===== config.mk =====
export PLATFORM = sky130hd
export DESIGN_NAME = routing_table_match_update
export DESIGN_NICKNAME = d
export VERILOG_FILES = /design/src/rtl/core/rtmu_pkg.sv /design/src/rtl/core/rtmu_cell.sv /design/src/rtl/core/rtmu_tail.sv /design/src/rtl/core/routing_table_match_update.sv
export SDC_FILE = /design/constraint.sdc
export NUM_CORES = 2
export LEC_CHECK = 0
export BUFFER_PORTS_ARGS = -buffer_cell sky130_fd_sc_hd__buf_2
export CAP_MARGIN = 30
export CORE_MARGIN = 3
export CORE_UTILIZATION = 54
export CTS_BUF_LIST = sky130_fd_sc_hd__clkbuf_4 sky130_fd_sc_hd__clkbuf_8
export CTS_CLUSTER_SIZE = 25
export DETAILED_ROUTE_END_ITERATION = 8
export GPL_TIMING_DRIVEN = 0
export HOLD_SLACK_MARGIN = 0.02
export PLACE_DENSITY = 0.67
export SYNTH_ARGS = -nofsm -noshare
export SYNTH_HDL_FRONTEND = slang
export SYNTH_SLANG_ARGS = --single-unit

===== constraint.sdc =====
create_clock -name clk -period 13.9 [get_ports clk]
set_input_delay 1.39 -clock clk [delete_from_list [all_inputs] [get_ports clk]]
set_output_delay 1.39 -clock clk [all_outputs]
set_load 0.03 [all_outputs]

===== src/rtl/core/rtmu_pkg.sv =====
// shared types and codes for the exact-match routing table
// operation and status codes, control word carried along the cell chain
// no dependencies
`default_nettype none

package rtmu_pkg;

    localparam int INDEX_BITS = 4;
    localparam int COUNT_BITS = 5;

    typedef enum logic [1:0] {
        OP_ADD    = 2'd0,
        OP_LOOKUP = 2'd1,
        OP_READ   = 2'd2
    } op_t;

    typedef enum logic [2:0] {
        STS_ADDED     = 3'd0,
        STS_UPDATED   = 3'd1,
        STS_DUPLICATE = 3'd2,
        STS_FULL      = 3'd3,
        STS_FOUND     = 3'd4,
        STS_MISS      = 3'd5
    } status_t;

    // request control travelling with each transaction
    typedef struct packed {
        op_t     op;
        logic    done;
        status_t status;
    } ctl_t;

endpackage

`default_nettype wire


===== src/rtl/core/rtmu_cell.sv =====
// one table slot of the routing table chain: holds one entry and its valid bit
// acts on a passing request and hands it to the next slot
// depends on rtmu_pkg
`default_nettype none

module rtmu_cell
    import rtmu_pkg::*;
#(
    parameter int POS       = 0,
    parameter int NODE_BITS = 8,
    parameter int COST_BITS = 16
) (
    input  wire logic                  clk,
    input  wire logic                  rst_n,
    input  wire logic                  in_valid,
    output logic                       in_ready,
    input  wire ctl_t                  in_ctl,
    input  wire logic [NODE_BITS-1:0]  in_dest,
    input  wire logic [NODE_BITS-1:0]  in_hop,
    input  wire logic [COST_BITS-1:0]  in_cost,
    input  wire logic [INDEX_BITS-1:0] in_index,
    input  wire logic [NODE_BITS-1:0]  in_rdest,
    input  wire logic [NODE_BITS-1:0]  in_rhop,
    input  wire logic [COST_BITS-1:0]  in_rcost,
    output logic                       out_valid,
    input  wire logic                  out_ready,
    output ctl_t                       out_ctl,
    output logic [NODE_BITS-1:0]       out_dest,
    output logic [NODE_BITS-1:0]       out_hop,
    output logic [COST_BITS-1:0]       out_cost,
    output logic [INDEX_BITS-1:0]      out_index,
    output logic [NODE_BITS-1:0]       out_rdest,
    output logic [NODE_BITS-1:0]       out_rhop,
    output logic [COST_BITS-1:0]       out_rcost
);

    logic                 vld_reg;
    logic [NODE_BITS-1:0] dest_reg;
    logic [NODE_BITS-1:0] hop_reg;
    logic [COST_BITS-1:0] cost_reg;

    logic                 valid_reg;
    ctl_t                 ctl_reg;
    logic [NODE_BITS-1:0] dest_q_reg;
    logic [NODE_BITS-1:0] hop_q_reg;
    logic [COST_BITS-1:0] cost_q_reg;
    logic [INDEX_BITS-1:0] index_reg;
    logic [NODE_BITS-1:0] rdest_reg;
    logic [NODE_BITS-1:0] rhop_reg;
    logic [COST_BITS-1:0] rcost_reg;

    logic                 take;
    logic                 hit;
    logic                 at_index;
    logic                 wr_new;
    logic                 wr_upd;
    ctl_t                 ctl_next;
    logic [NODE_BITS-1:0] rdest_next;
    logic [NODE_BITS-1:0] rhop_next;
    logic [COST_BITS-1:0] rcost_next;

    assign in_ready = !valid_reg || out_ready;
    assign take     = in_valid && in_ready;
    assign hit      = vld_reg && (dest_reg == in_dest);
    assign at_index = vld_reg && (32'(in_index) == POS);

    always_comb
    begin
        ctl_next   = in_ctl;
        rdest_next = in_rdest;
        rhop_next  = in_rhop;
        rcost_next = in_rcost;
        wr_new     = 1'b0;
        wr_upd     = 1'b0;
        if (!in_ctl.done)
        begin
            case (in_ctl.op)
                OP_ADD:
                begin
                    if (hit)
                    begin
                        ctl_next.done = 1'b1;
                        if (hop_reg == in_hop && cost_reg == in_cost)
                        begin
                            ctl_next.status = STS_DUPLICATE;
                        end
                        else
                        begin
                            ctl_next.status = STS_UPDATED;
                            wr_upd          = 1'b1;
                        end
                    end
                    else if (!vld_reg)
                    begin
                        // first free slot: valid slots always form a prefix
                        ctl_next.done   = 1'b1;
                        ctl_next.status = STS_ADDED;
                        wr_new          = 1'b1;
                    end
                end
                OP_LOOKUP:
                begin
                    if (hit)
                    begin
                        ctl_next.done   = 1'b1;
                        ctl_next.status = STS_FOUND;
                        rdest_next      = dest_reg;
                        rhop_next       = hop_reg;
                        rcost_next      = cost_reg;
                    end
                end
                OP_READ:
                begin
                    if (at_index)
                    begin
                        ctl_next.done   = 1'b1;
                        ctl_next.status = STS_FOUND;
                        rdest_next      = dest_reg;
                        rhop_next       = hop_reg;
                        rcost_next      = cost_reg;
                    end
                end
                default:
                begin
                end
            endcase
        end
    end

    always_ff @(posedge clk or negedge rst_n)
    begin
        if (!rst_n)
        begin
            vld_reg   <= 1'b0;
            valid_reg <= 1'b0;
        end
        else
        begin
            if (take && wr_new)
            begin
                vld_reg <= 1'b1;
            end
            if (in_ready)
            begin
                valid_reg <= in_valid;
            end
        end
    end

    always_ff @(posedge clk)
    begin
        if (take && wr_new)
        begin
            dest_reg <= in_dest;
        end
        if (take && (wr_new || wr_upd))
        begin
            hop_reg  <= in_hop;
            cost_reg <= in_cost;
        end
        if (take)
        begin
            ctl_reg    <= ctl_next;
            dest_q_reg <= in_dest;
            hop_q_reg  <= in_hop;
            cost_q_reg <= in_cost;
            index_reg  <= in_index;
            rdest_reg  <= rdest_next;
            rhop_reg   <= rhop_next;
            rcost_reg  <= rcost_next;
        end
    end

    assign out_valid = valid_reg;
    assign out_ctl   = ctl_reg;
    assign out_dest  = dest_q_reg;
    assign out_hop   = hop_q_reg;
    assign out_cost  = cost_q_reg;
    assign out_index = index_reg;
    assign out_rdest = rdest_reg;
    assign out_rhop  = rhop_reg;
    assign out_rcost = rcost_reg;

endmodule

`default_nettype wire


===== src/rtl/core/rtmu_tail.sv =====
// end of the routing table chain: final status, entry count and result register
// depends on rtmu_pkg
`default_nettype none

module rtmu_tail
    import rtmu_pkg::*;
#(
    parameter int NODE_BITS = 8,
    parameter int COST_BITS = 16
) (
    input  wire logic                 clk,
    input  wire logic                 rst_n,
    input  wire logic                 in_valid,
    output logic                      in_ready,
    input  wire ctl_t                 in_ctl,
    input  wire logic [NODE_BITS-1:0] in_rdest,
    input  wire logic [NODE_BITS-1:0] in_rhop,
    input  wire logic [COST_BITS-1:0] in_rcost,
    output logic                      res_valid,
    input  wire logic                 res_ready,
    output status_t                   res_status,
    output logic [NODE_BITS-1:0]      res_dest,
    output logic [NODE_BITS-1:0]      res_hop,
    output logic [COST_BITS-1:0]      res_cost,
    output logic [COUNT_BITS-1:0]     res_count
);

    logic                  valid_reg;
    logic [COUNT_BITS-1:0] count_reg;
    logic [COUNT_BITS-1:0] count_next;
    status_t               status_reg;
    status_t               status_next;
    logic [NODE_BITS-1:0]  dest_reg;
    logic [NODE_BITS-1:0]  hop_reg;
    logic [COST_BITS-1:0]  cost_reg;
    logic [COUNT_BITS-1:0] cnt_out_reg;
    logic                  take;

    assign in_ready = !valid_reg || res_ready;
    assign take     = in_valid && in_ready;

    always_comb
    begin
        if (in_ctl.done)
        begin
            status_next = in_ctl.status;
        end
        else if (in_ctl.op == OP_ADD)
        begin
            // walked every slot, no match and no free slot
            status_next = STS_FULL;
        end
        else
        begin
            status_next = STS_MISS;
        end
        count_next = (status_next == STS_ADDED) ? count_reg + 1'b1 : count_reg;
    end

    always_ff @(posedge clk or negedge rst_n)
    begin
        if (!rst_n)
        begin
            valid_reg <= 1'b0;
            count_reg <= '0;
        end
        else
        begin
            if (in_ready)
            begin
                valid_reg <= in_valid;
            end
            if (take)
            begin
                count_reg <= count_next;
            end
        end
    end

    always_ff @(posedge clk)
    begin
        if (take)
        begin
            status_reg  <= status_next;
            dest_reg    <= in_rdest;
            hop_reg     <= in_rhop;
            cost_reg    <= in_rcost;
            cnt_out_reg <= count_next;
        end
    end

    assign res_valid  = valid_reg;
    assign res_status = status_reg;
    assign res_dest   = dest_reg;
    assign res_hop    = hop_reg;
    assign res_cost   = cost_reg;
    assign res_count  = cnt_out_reg;

endmodule

`default_nettype wire


===== src/rtl/core/routing_table_match_update.sv =====
// Exact-match routing table built as a chain of ENTRIES slot cells and a result stage.
// Every transaction walks the chain one slot per cycle unless stalled, registered in each
// slot cell and then in the result stage; the chain is fully pipelined and accepts one
// transaction per cycle as long as results are taken, with each slot stage and the
// result stage holding one transaction in flight. Because every slot sees transactions
// in arrival order, later transactions always see the table as left by earlier ones.
// Table contents are not cleared at reset; only the slot valid bits, the pipeline valid
// flags and the entry count are.
// depends on rtmu_pkg, rtmu_cell, rtmu_tail
`default_nettype none

module routing_table_match_update
    import rtmu_pkg::*;
#(
    parameter int ENTRIES   = 16,
    parameter int NODE_BITS = 8,
    parameter int COST_BITS = 16,
    localparam int IN_BITS  = 2 * NODE_BITS + COST_BITS + INDEX_BITS,
    localparam int IN_W     = ((IN_BITS + 7) / 8) * 8,
    localparam int OUT_BITS = 2 * NODE_BITS + COST_BITS + COUNT_BITS,
    localparam int OUT_W    = ((OUT_BITS + 7) / 8) * 8
) (
    input  wire logic             clk,
    input  wire logic             rst_n,
    input  wire logic             s_tvalid,
    output logic                  s_tready,
    // destination, next_hop, cost, index, zero fill
    input  wire logic [IN_W-1:0]  s_tdata,
    // operation
    input  wire logic [1:0]       s_tuser,
    output logic                  m_tvalid,
    input  wire logic             m_tready,
    // out_destination, out_next_hop, out_cost, entry_count, zero fill
    output logic [OUT_W-1:0]      m_tdata,
    // status
    output logic [2:0]            m_tuser
);

    logic                  vld   [ENTRIES+1];
    logic                  rdy   [ENTRIES+1];
    ctl_t                  ctl   [ENTRIES+1];
    logic [NODE_BITS-1:0]  dest  [ENTRIES+1];
    logic [NODE_BITS-1:0]  hop   [ENTRIES+1];
    logic [COST_BITS-1:0]  cost  [ENTRIES+1];
    logic [INDEX_BITS-1:0] idx   [ENTRIES+1];
    logic [NODE_BITS-1:0]  rdest [ENTRIES+1];
    logic [NODE_BITS-1:0]  rhop  [ENTRIES+1];
    logic [COST_BITS-1:0]  rcost [ENTRIES+1];

    status_t               res_status;
    logic [NODE_BITS-1:0]  res_dest;
    logic [NODE_BITS-1:0]  res_hop;
    logic [COST_BITS-1:0]  res_cost;
    logic [COUNT_BITS-1:0] res_count;

    // request entering the first slot
    assign vld[0]        = s_tvalid;
    assign s_tready      = rdy[0];
    assign ctl[0].op     = op_t'(s_tuser);
    assign ctl[0].done   = 1'b0;
    assign ctl[0].status = STS_MISS;
    assign dest[0]       = s_tdata[NODE_BITS-1:0];
    assign hop[0]        = s_tdata[2*NODE_BITS-1:NODE_BITS];
    assign cost[0]       = s_tdata[2*NODE_BITS+COST_BITS-1:2*NODE_BITS];
    assign idx[0]        = s_tdata[IN_BITS-1:2*NODE_BITS+COST_BITS];
    assign rdest[0]      = '0;
    assign rhop[0]       = '0;
    assign rcost[0]      = '0;

    for (genvar g = 0; g < ENTRIES; g++)
    begin : g_slot
        rtmu_cell #(
            .POS       (g),
            .NODE_BITS (NODE_BITS),
            .COST_BITS (COST_BITS)
        ) u_cell (
            .clk       (clk),
            .rst_n     (rst_n),
            .in_valid  (vld[g]),
            .in_ready  (rdy[g]),
            .in_ctl    (ctl[g]),
            .in_dest   (dest[g]),
            .in_hop    (hop[g]),
            .in_cost   (cost[g]),
            .in_index  (idx[g]),
            .in_rdest  (rdest[g]),
            .in_rhop   (rhop[g]),
            .in_rcost  (rcost[g]),
            .out_valid (vld[g+1]),
            .out_ready (rdy[g+1]),
            .out_ctl   (ctl[g+1]),
            .out_dest  (dest[g+1]),
            .out_hop   (hop[g+1]),
            .out_cost  (cost[g+1]),
            .out_index (idx[g+1]),
            .out_rdest (rdest[g+1]),
            .out_rhop  (rhop[g+1]),
            .out_rcost (rcost[g+1])
        );
    end

    rtmu_tail #(
        .NODE_BITS (NODE_BITS),
        .COST_BITS (COST_BITS)
    ) u_tail (
        .clk        (clk),
        .rst_n      (rst_n),
        .in_valid   (vld[ENTRIES]),
        .in_ready   (rdy[ENTRIES]),
        .in_ctl     (ctl[ENTRIES]),
        .in_rdest   (rdest[ENTRIES]),
        .in_rhop    (rhop[ENTRIES]),
        .in_rcost   (rcost[ENTRIES]),
        .res_valid  (m_tvalid),
        .res_ready  (m_tready),
        .res_status (res_status),
        .res_dest   (res_dest),
        .res_hop    (res_hop),
        .res_cost   (res_cost),
        .res_count  (res_count)
    );

    // the last slot's request fields other than the result are not needed further
    logic unused_tail;
    assign unused_tail = ^{dest[ENTRIES], hop[ENTRIES], cost[ENTRIES], idx[ENTRIES]};

    assign m_tuser = res_status;
    assign m_tdata = OUT_W'({res_count, res_cost, res_hop, res_dest});

endmodule

`default_nettype wire


Yosys cells after proc, flatten, opt, wreduce, memory -nomap -nowiden:

Index checks and enable logic that the tools add are counted.

* bits in writable memories: 0
* bits in latches: 0
* bits in read-only memories: 0
* output and inout port bits: 45
* register bits: 1738
* memories: 0
* word-level logic and storage cells: 934

* $mul: 0
* $add $sub $neg: 1
* div/mod/pow operators: 0
* muxes and demuxes: 429
* equal/unequal tests: 95
* shifts and indexed selects: 0
* reductions and logical operators: 166
* $lt $le $gt $ge: 0
* bitwise operators: 0

Operators by type and width (count)
* $mux 16: 47
* $mux 8: 94
* $pmux 16 s2: 16
* $pmux 8 s2: 32
* $eq 16x16->1: 16
* $eq 8x8->1: 32
* $mux 4: 64
* $pmux 4 s3: 16
* $mux 1: 126
* $logic_and 1x1->1: 97
* $mux 3: 17
* $logic_not 2->1: 17
* $logic_or 1x1->1: 33
* $eq 2x1->1 const B: 16
* $eq 2x2->1 const B: 16
* $eq 4x4->1 const B: 8
* $mux 2: 16
* $logic_not 1->1: 17
* $eq 4x3->1 const B: 4
* $eq 4x2->1 const B: 2
* $add 5x1->5 const B: 1
* $mux 5: 1
* $eq 4x1->1 const B: 1
* $logic_not 4->1: 1
* $logic_not 3->1: 1

Longest topological paths before layout:

* word-level depth: 20
* gate-level depth with buffers: 9
* gate-level depth less buffers: 7

Modules after synthesis:

A second synthesis with hierarchy kept.

* cell total of the unflattened synthesis: 3791
* area, all modules: 69043.7 um^2

By module, submodules not included
* rtmu_cell (g_slot[10].u_cell ...): area an instance 4201.5 um^2, times used 5, cells an instance 231
* rtmu_cell (g_slot[11].u_cell ...): area an instance 4199.0 um^2, times used 3, cells an instance 231
* rtmu_cell (g_slot[1].u_cell ...): area an instance 4267.8 um^2, times used 2, cells an instance 234
* rtmu_cell (g_slot[4].u_cell ...): area an instance 4205.3 um^2, times used 2, cells an instance 231
* rtmu_cell (g_slot[0].u_cell): area an instance 4232.8 um^2, times used 1, cells an instance 229
* rtmu_cell (g_slot[7].u_cell): area an instance 4212.8 um^2, times used 1, cells an instance 235
* rtmu_cell (g_slot[3].u_cell): area an instance 4211.5 um^2, times used 1, cells an instance 234
* rtmu_cell (g_slot[12].u_cell): area an instance 4210.3 um^2, times used 1, cells an instance 234
* rtmu_tail: area an instance 1595.3 um^2, times used 1, cells an instance 76
* routing_table_match_update: area an instance 30.0 um^2, times used 1, cells an instance 5

Worst setup path after synthesis:

OpenSTA, ideal clock, no wires.

* path type: input-to-reg
* start: input port m_tready
* end: register g_slot[15].u_cell.cost_reg[0], enable pin
* path buffers: 0
* path slack: 7.228 ns
* arrival time: 6.262 ns
* stages on the path: 5
* cell sequence: nor2b_1 > a21boi_0 > nand3_1 > or2_2 > o21bai_1

* cells in the longest elaborated chain, start to end: 4

RTL lines
* from (decl): RTL line routing_table_match_update.sv:32 `input wire logic m_tready,`
* $logic_or 1x1->1: RTL line rtmu_tail.sv:39 `assign in_ready = !valid_reg || res_ready;`
* $logic_or 1x1->1: RTL line rtmu_cell.sv:62 `assign in_ready = !valid_reg || out_ready;`
* $logic_and 1x1->1: RTL line rtmu_cell.sv:63 `assign take = in_valid && in_ready;`
* named net g_slot[15].u_cell.take: RTL line rtmu_cell.sv:52 `logic take;`
* $logic_and 1x1->1: RTL line rtmu_cell.sv:156 `if (take && (wr_new || wr_upd))`
* to (signal assigned): RTL line rtmu_cell.sv:159 `cost_reg <= in_cost;`
* to (decl): RTL line rtmu_cell.sv:40 `logic [COST_BITS-1:0] cost_reg;`

The timed path passes the listed nets, and every way through them passes these cells.
A chain may end at the register's enable or synchronous reset.

Worst setup path in the final report:

* start: input port m_tready
* end: output port s_tready

* cells in the longest elaborated chain, start to end: 17

RTL lines
* $logic_or 1x1->1: RTL line rtmu_tail.sv:39
* $logic_or 1x1->1 (16 in a row): RTL line rtmu_cell.sv:62
* to (decl): RTL line routing_table_match_update.sv:26 `output logic s_tready,`

No other way between the ends.

==> run metrics <==
setup_tns=0 ns; detailed-route DRC error count=0; Clock transition at path regs=0.06 ns; Die Height=359 um; initial antenna violation count=2; count leader, synth=edfxtp_1; CP delay by family, top=simple AND/OR/NAND/NOR gates; Arr. time, crit path=4.04 ns; CP most frequent cell=buf_2; IO Port Bufs=83; Inst Count DP=5517; largest cells by area after synthesis=edfxtp_1 (76%), a22o_1 (6.3%), xor2_1 (4.3%); fin. max-slew vios=0; Final nets=4294; Die W=359 um; largest net degree at the start of global routing=76; first-pass GRT wire length=182000 um; Final Hold Fails=0; outcome=completed; post-synth top area share=0.760; via-per-instance ratio=5.40; commonest cells in the netlist=edfxtp_1 (1700), a22o_1 (480), xor2_1 (331); highest clock rate=184 MHz; # IOs=91; gr ovfl total=0; CP Capture Type=output pin; Pre-antenna DRT Iters=5; initial DRC count=1625; fin crit share=0.391; Syn. warnings=0; CTS resizes=0; Main synth FF type=edfxtp_1; wire per inst=19.5 um; Buffers & Inverters on Critical Path=3; worst-path fanout max=6; clock buffer depth=4; kind of critical path=in2out; Critical Path Start Type=input pin; Max-Cap Viols=0; Synth async-reset ratio=0.0219; slew at the pin closest to its max-slew limit=1.01 ns; CTS tree=done; Final ANT Viol Nets=0; slowest stage delay, CP=0.66 ns; hold_buf cts=0; Layout fillers=8758; CTS root buffer=clkbuf_8; Worst Skew=0.0639 ns; vias in the first global route=34475; final setup vio count=0; Num CTS Buffers=289; row cnt=128; Power Total=11700 uW; leakage=0.0269 uW; Tmin final=5.43 ns; Slew HR=0.320; RSZ-0062 raised after global routing=no; cell with the largest stage delay on the worst path=nor2_1; core region area=123000 sq um; Mean Syn Cell Area=17.8 sq um; Seq/Total Area, Yosys=0.774; register bit total from synthesis=1738; CTS sink cnt=1738; post-DP HPWL=85600 um; clk_lat worst skew=0.94 ns; Netlist cell types=63; routed via count=32313; CTS HTree Levels=5; final WL=117000 um; worst-path cell chain=buf_2 -> nand4b_1 -> nor2_1 -> nand2_1 -> nor4b_1 -> buf_2 -> nand3_1 -> buf_2; Final Non-Filler Cells=5986; Die Area=129000 sq um; critical path required time=12.51 ns; worst vdd ir=0.104 mV; cell taking the most area after synthesis=edfxtp_1; share of layout cells above drive strength 1=0.155; Netlist Area Pre-Place=67200 sq um; All-Layer GR Usage=0.184; EDFF count, synth=1700; worst hold path type=in2async; PwrDens=155 nW/um^2; final core occ=0.616; Post CTS Setup Buffer Count=0; Final GP Congestion=0.912; Synth-to-Final Area Change=12.6%; Initial Util=0.547; Cells after Synth=3767
==> stage by stage <==
stage               cell area, sq um  worst slack, ns  hold slack [ns]
floorplan                      67200             7.23            0.400
global placement               69600             4.92            0.405
detailed placement             70400             8.47            0.407
CTS                            75600             8.43            0.202
global route                   75600             8.29            0.216
finish                         75600             8.47            0.318
==> worst paths after layout <==
check | depth (start not counted) | end | from | slack [ns]
max | 8 | s_tready | m_tready | 8.47
min | 1 | g_slot[2].u_cell.vld_reg | rst_n | 0.32
max reg2reg | 6 | g_slot[14].u_cell.cost_reg[2] | g_slot[15].u_cell.out_valid | 10.55
min reg2reg | 0 | u_tail.res_cost[1] | g_slot[15].u_cell.out_rcost[1] | 0.42
max in group asynchronous | 2 | u_tail.count_reg[1] | rst_n | 13.03
min in group clk | 0 | u_tail.res_cost[1] | g_slot[15].u_cell.out_rcost[1] | 0.42
==> layout make-up <==
cell class	count	area (sq um)	area share
sequential	1738	52000	0.688
multi-input combinational	1824	14400	0.190
clock buffer	395	4850	0.0642
tap	1625	2030	0.0269
timing repair buffer	123	1060	0.0140
buffer	116	622	0.00822
inverter	91	342	0.00452
clock inverter	73	319	0.00422
antenna	1	2.50	0.0000331
==> where the power goes <==
part	total [uW]	leakage (uW)	switching [uW]	internal (uW)
combinational	948	0.00737	567	381
sequential	6700	0.0168	236	6460
clock	4070	0.00275	1820	2250
total	11700	0.0269	2620	9090
==> kinds of logic (layout without fill, tap and decap cells) <==
family / count (synthesis) / after routing / synth area share
AO/OA/AOI/OAI: 661 / 661 / 0.0822
XOR/XNOR: 520 / 520 / 0.0678
adder cells (fa/ha/maj): 65 / 65 / 0.0121
buffers and inverters: 207 / 798 / 0.0143
flip-flops: 1738 / 1738 / 0.774
multiplexers: 2 / 2 / 0.000335
other: 1 / 4 / 0.0000558
AND/OR/NAND/NOR: 573 / 573 / 0.0487
==> routing by layer <==
| layer | GRT usage | vias up | wire, um |
|---|---|---|---|
| met5 | 0 | - | 0 |
| met4 | 0.117 | 0 | 7180 |
| met3 | 0.0351 | 367 | 4110 |
| met2 | 0.362 | 754 | 66200 |
| met1 | 0.170 | 15504 | 39200 |
| li1 | - | 15688 | - |
==> layout by cell type (no fill, tap or decap), types with 21 or more instances in the layout <==
| master | Yosys | final |
|---|---|---|
| nand2_1 | 83 | 83 |
| a22o_1 | 480 | 480 |
| nor2b_1 | 32 | 25 |
| clkbuf_1 | 43 | 43 |
| edfxtp_1 | 1700 | 1700 |
| clkinv_1 | 0 | 60 |
| inv_1 | 91 | 91 |
| or2_2 | 21 | 21 |
| nand3_1 | 42 | 42 |
| clkbuf_8 | 0 | 302 |
| a21oi_1 | 36 | 34 |
| and3_1 | 39 | 39 |
| a21o_1 | 23 | 23 |
| nor4_1 | 89 | 89 |
| buf_2 | 53 | 142 |
| clkbuf_4 | 0 | 93 |
| nand2b_1 | 30 | 30 |
| nor3_1 | 29 | 29 |
| ha_1 | 65 | 65 |
| nor2_1 | 61 | 61 |
| nand4_1 | 72 | 72 |
| xnor2_1 | 189 | 189 |
| xor2_1 | 331 | 331 |
| dfrtp_1 | 38 | 38 |
Note: power is estimated with default switching activity, not from simulation.
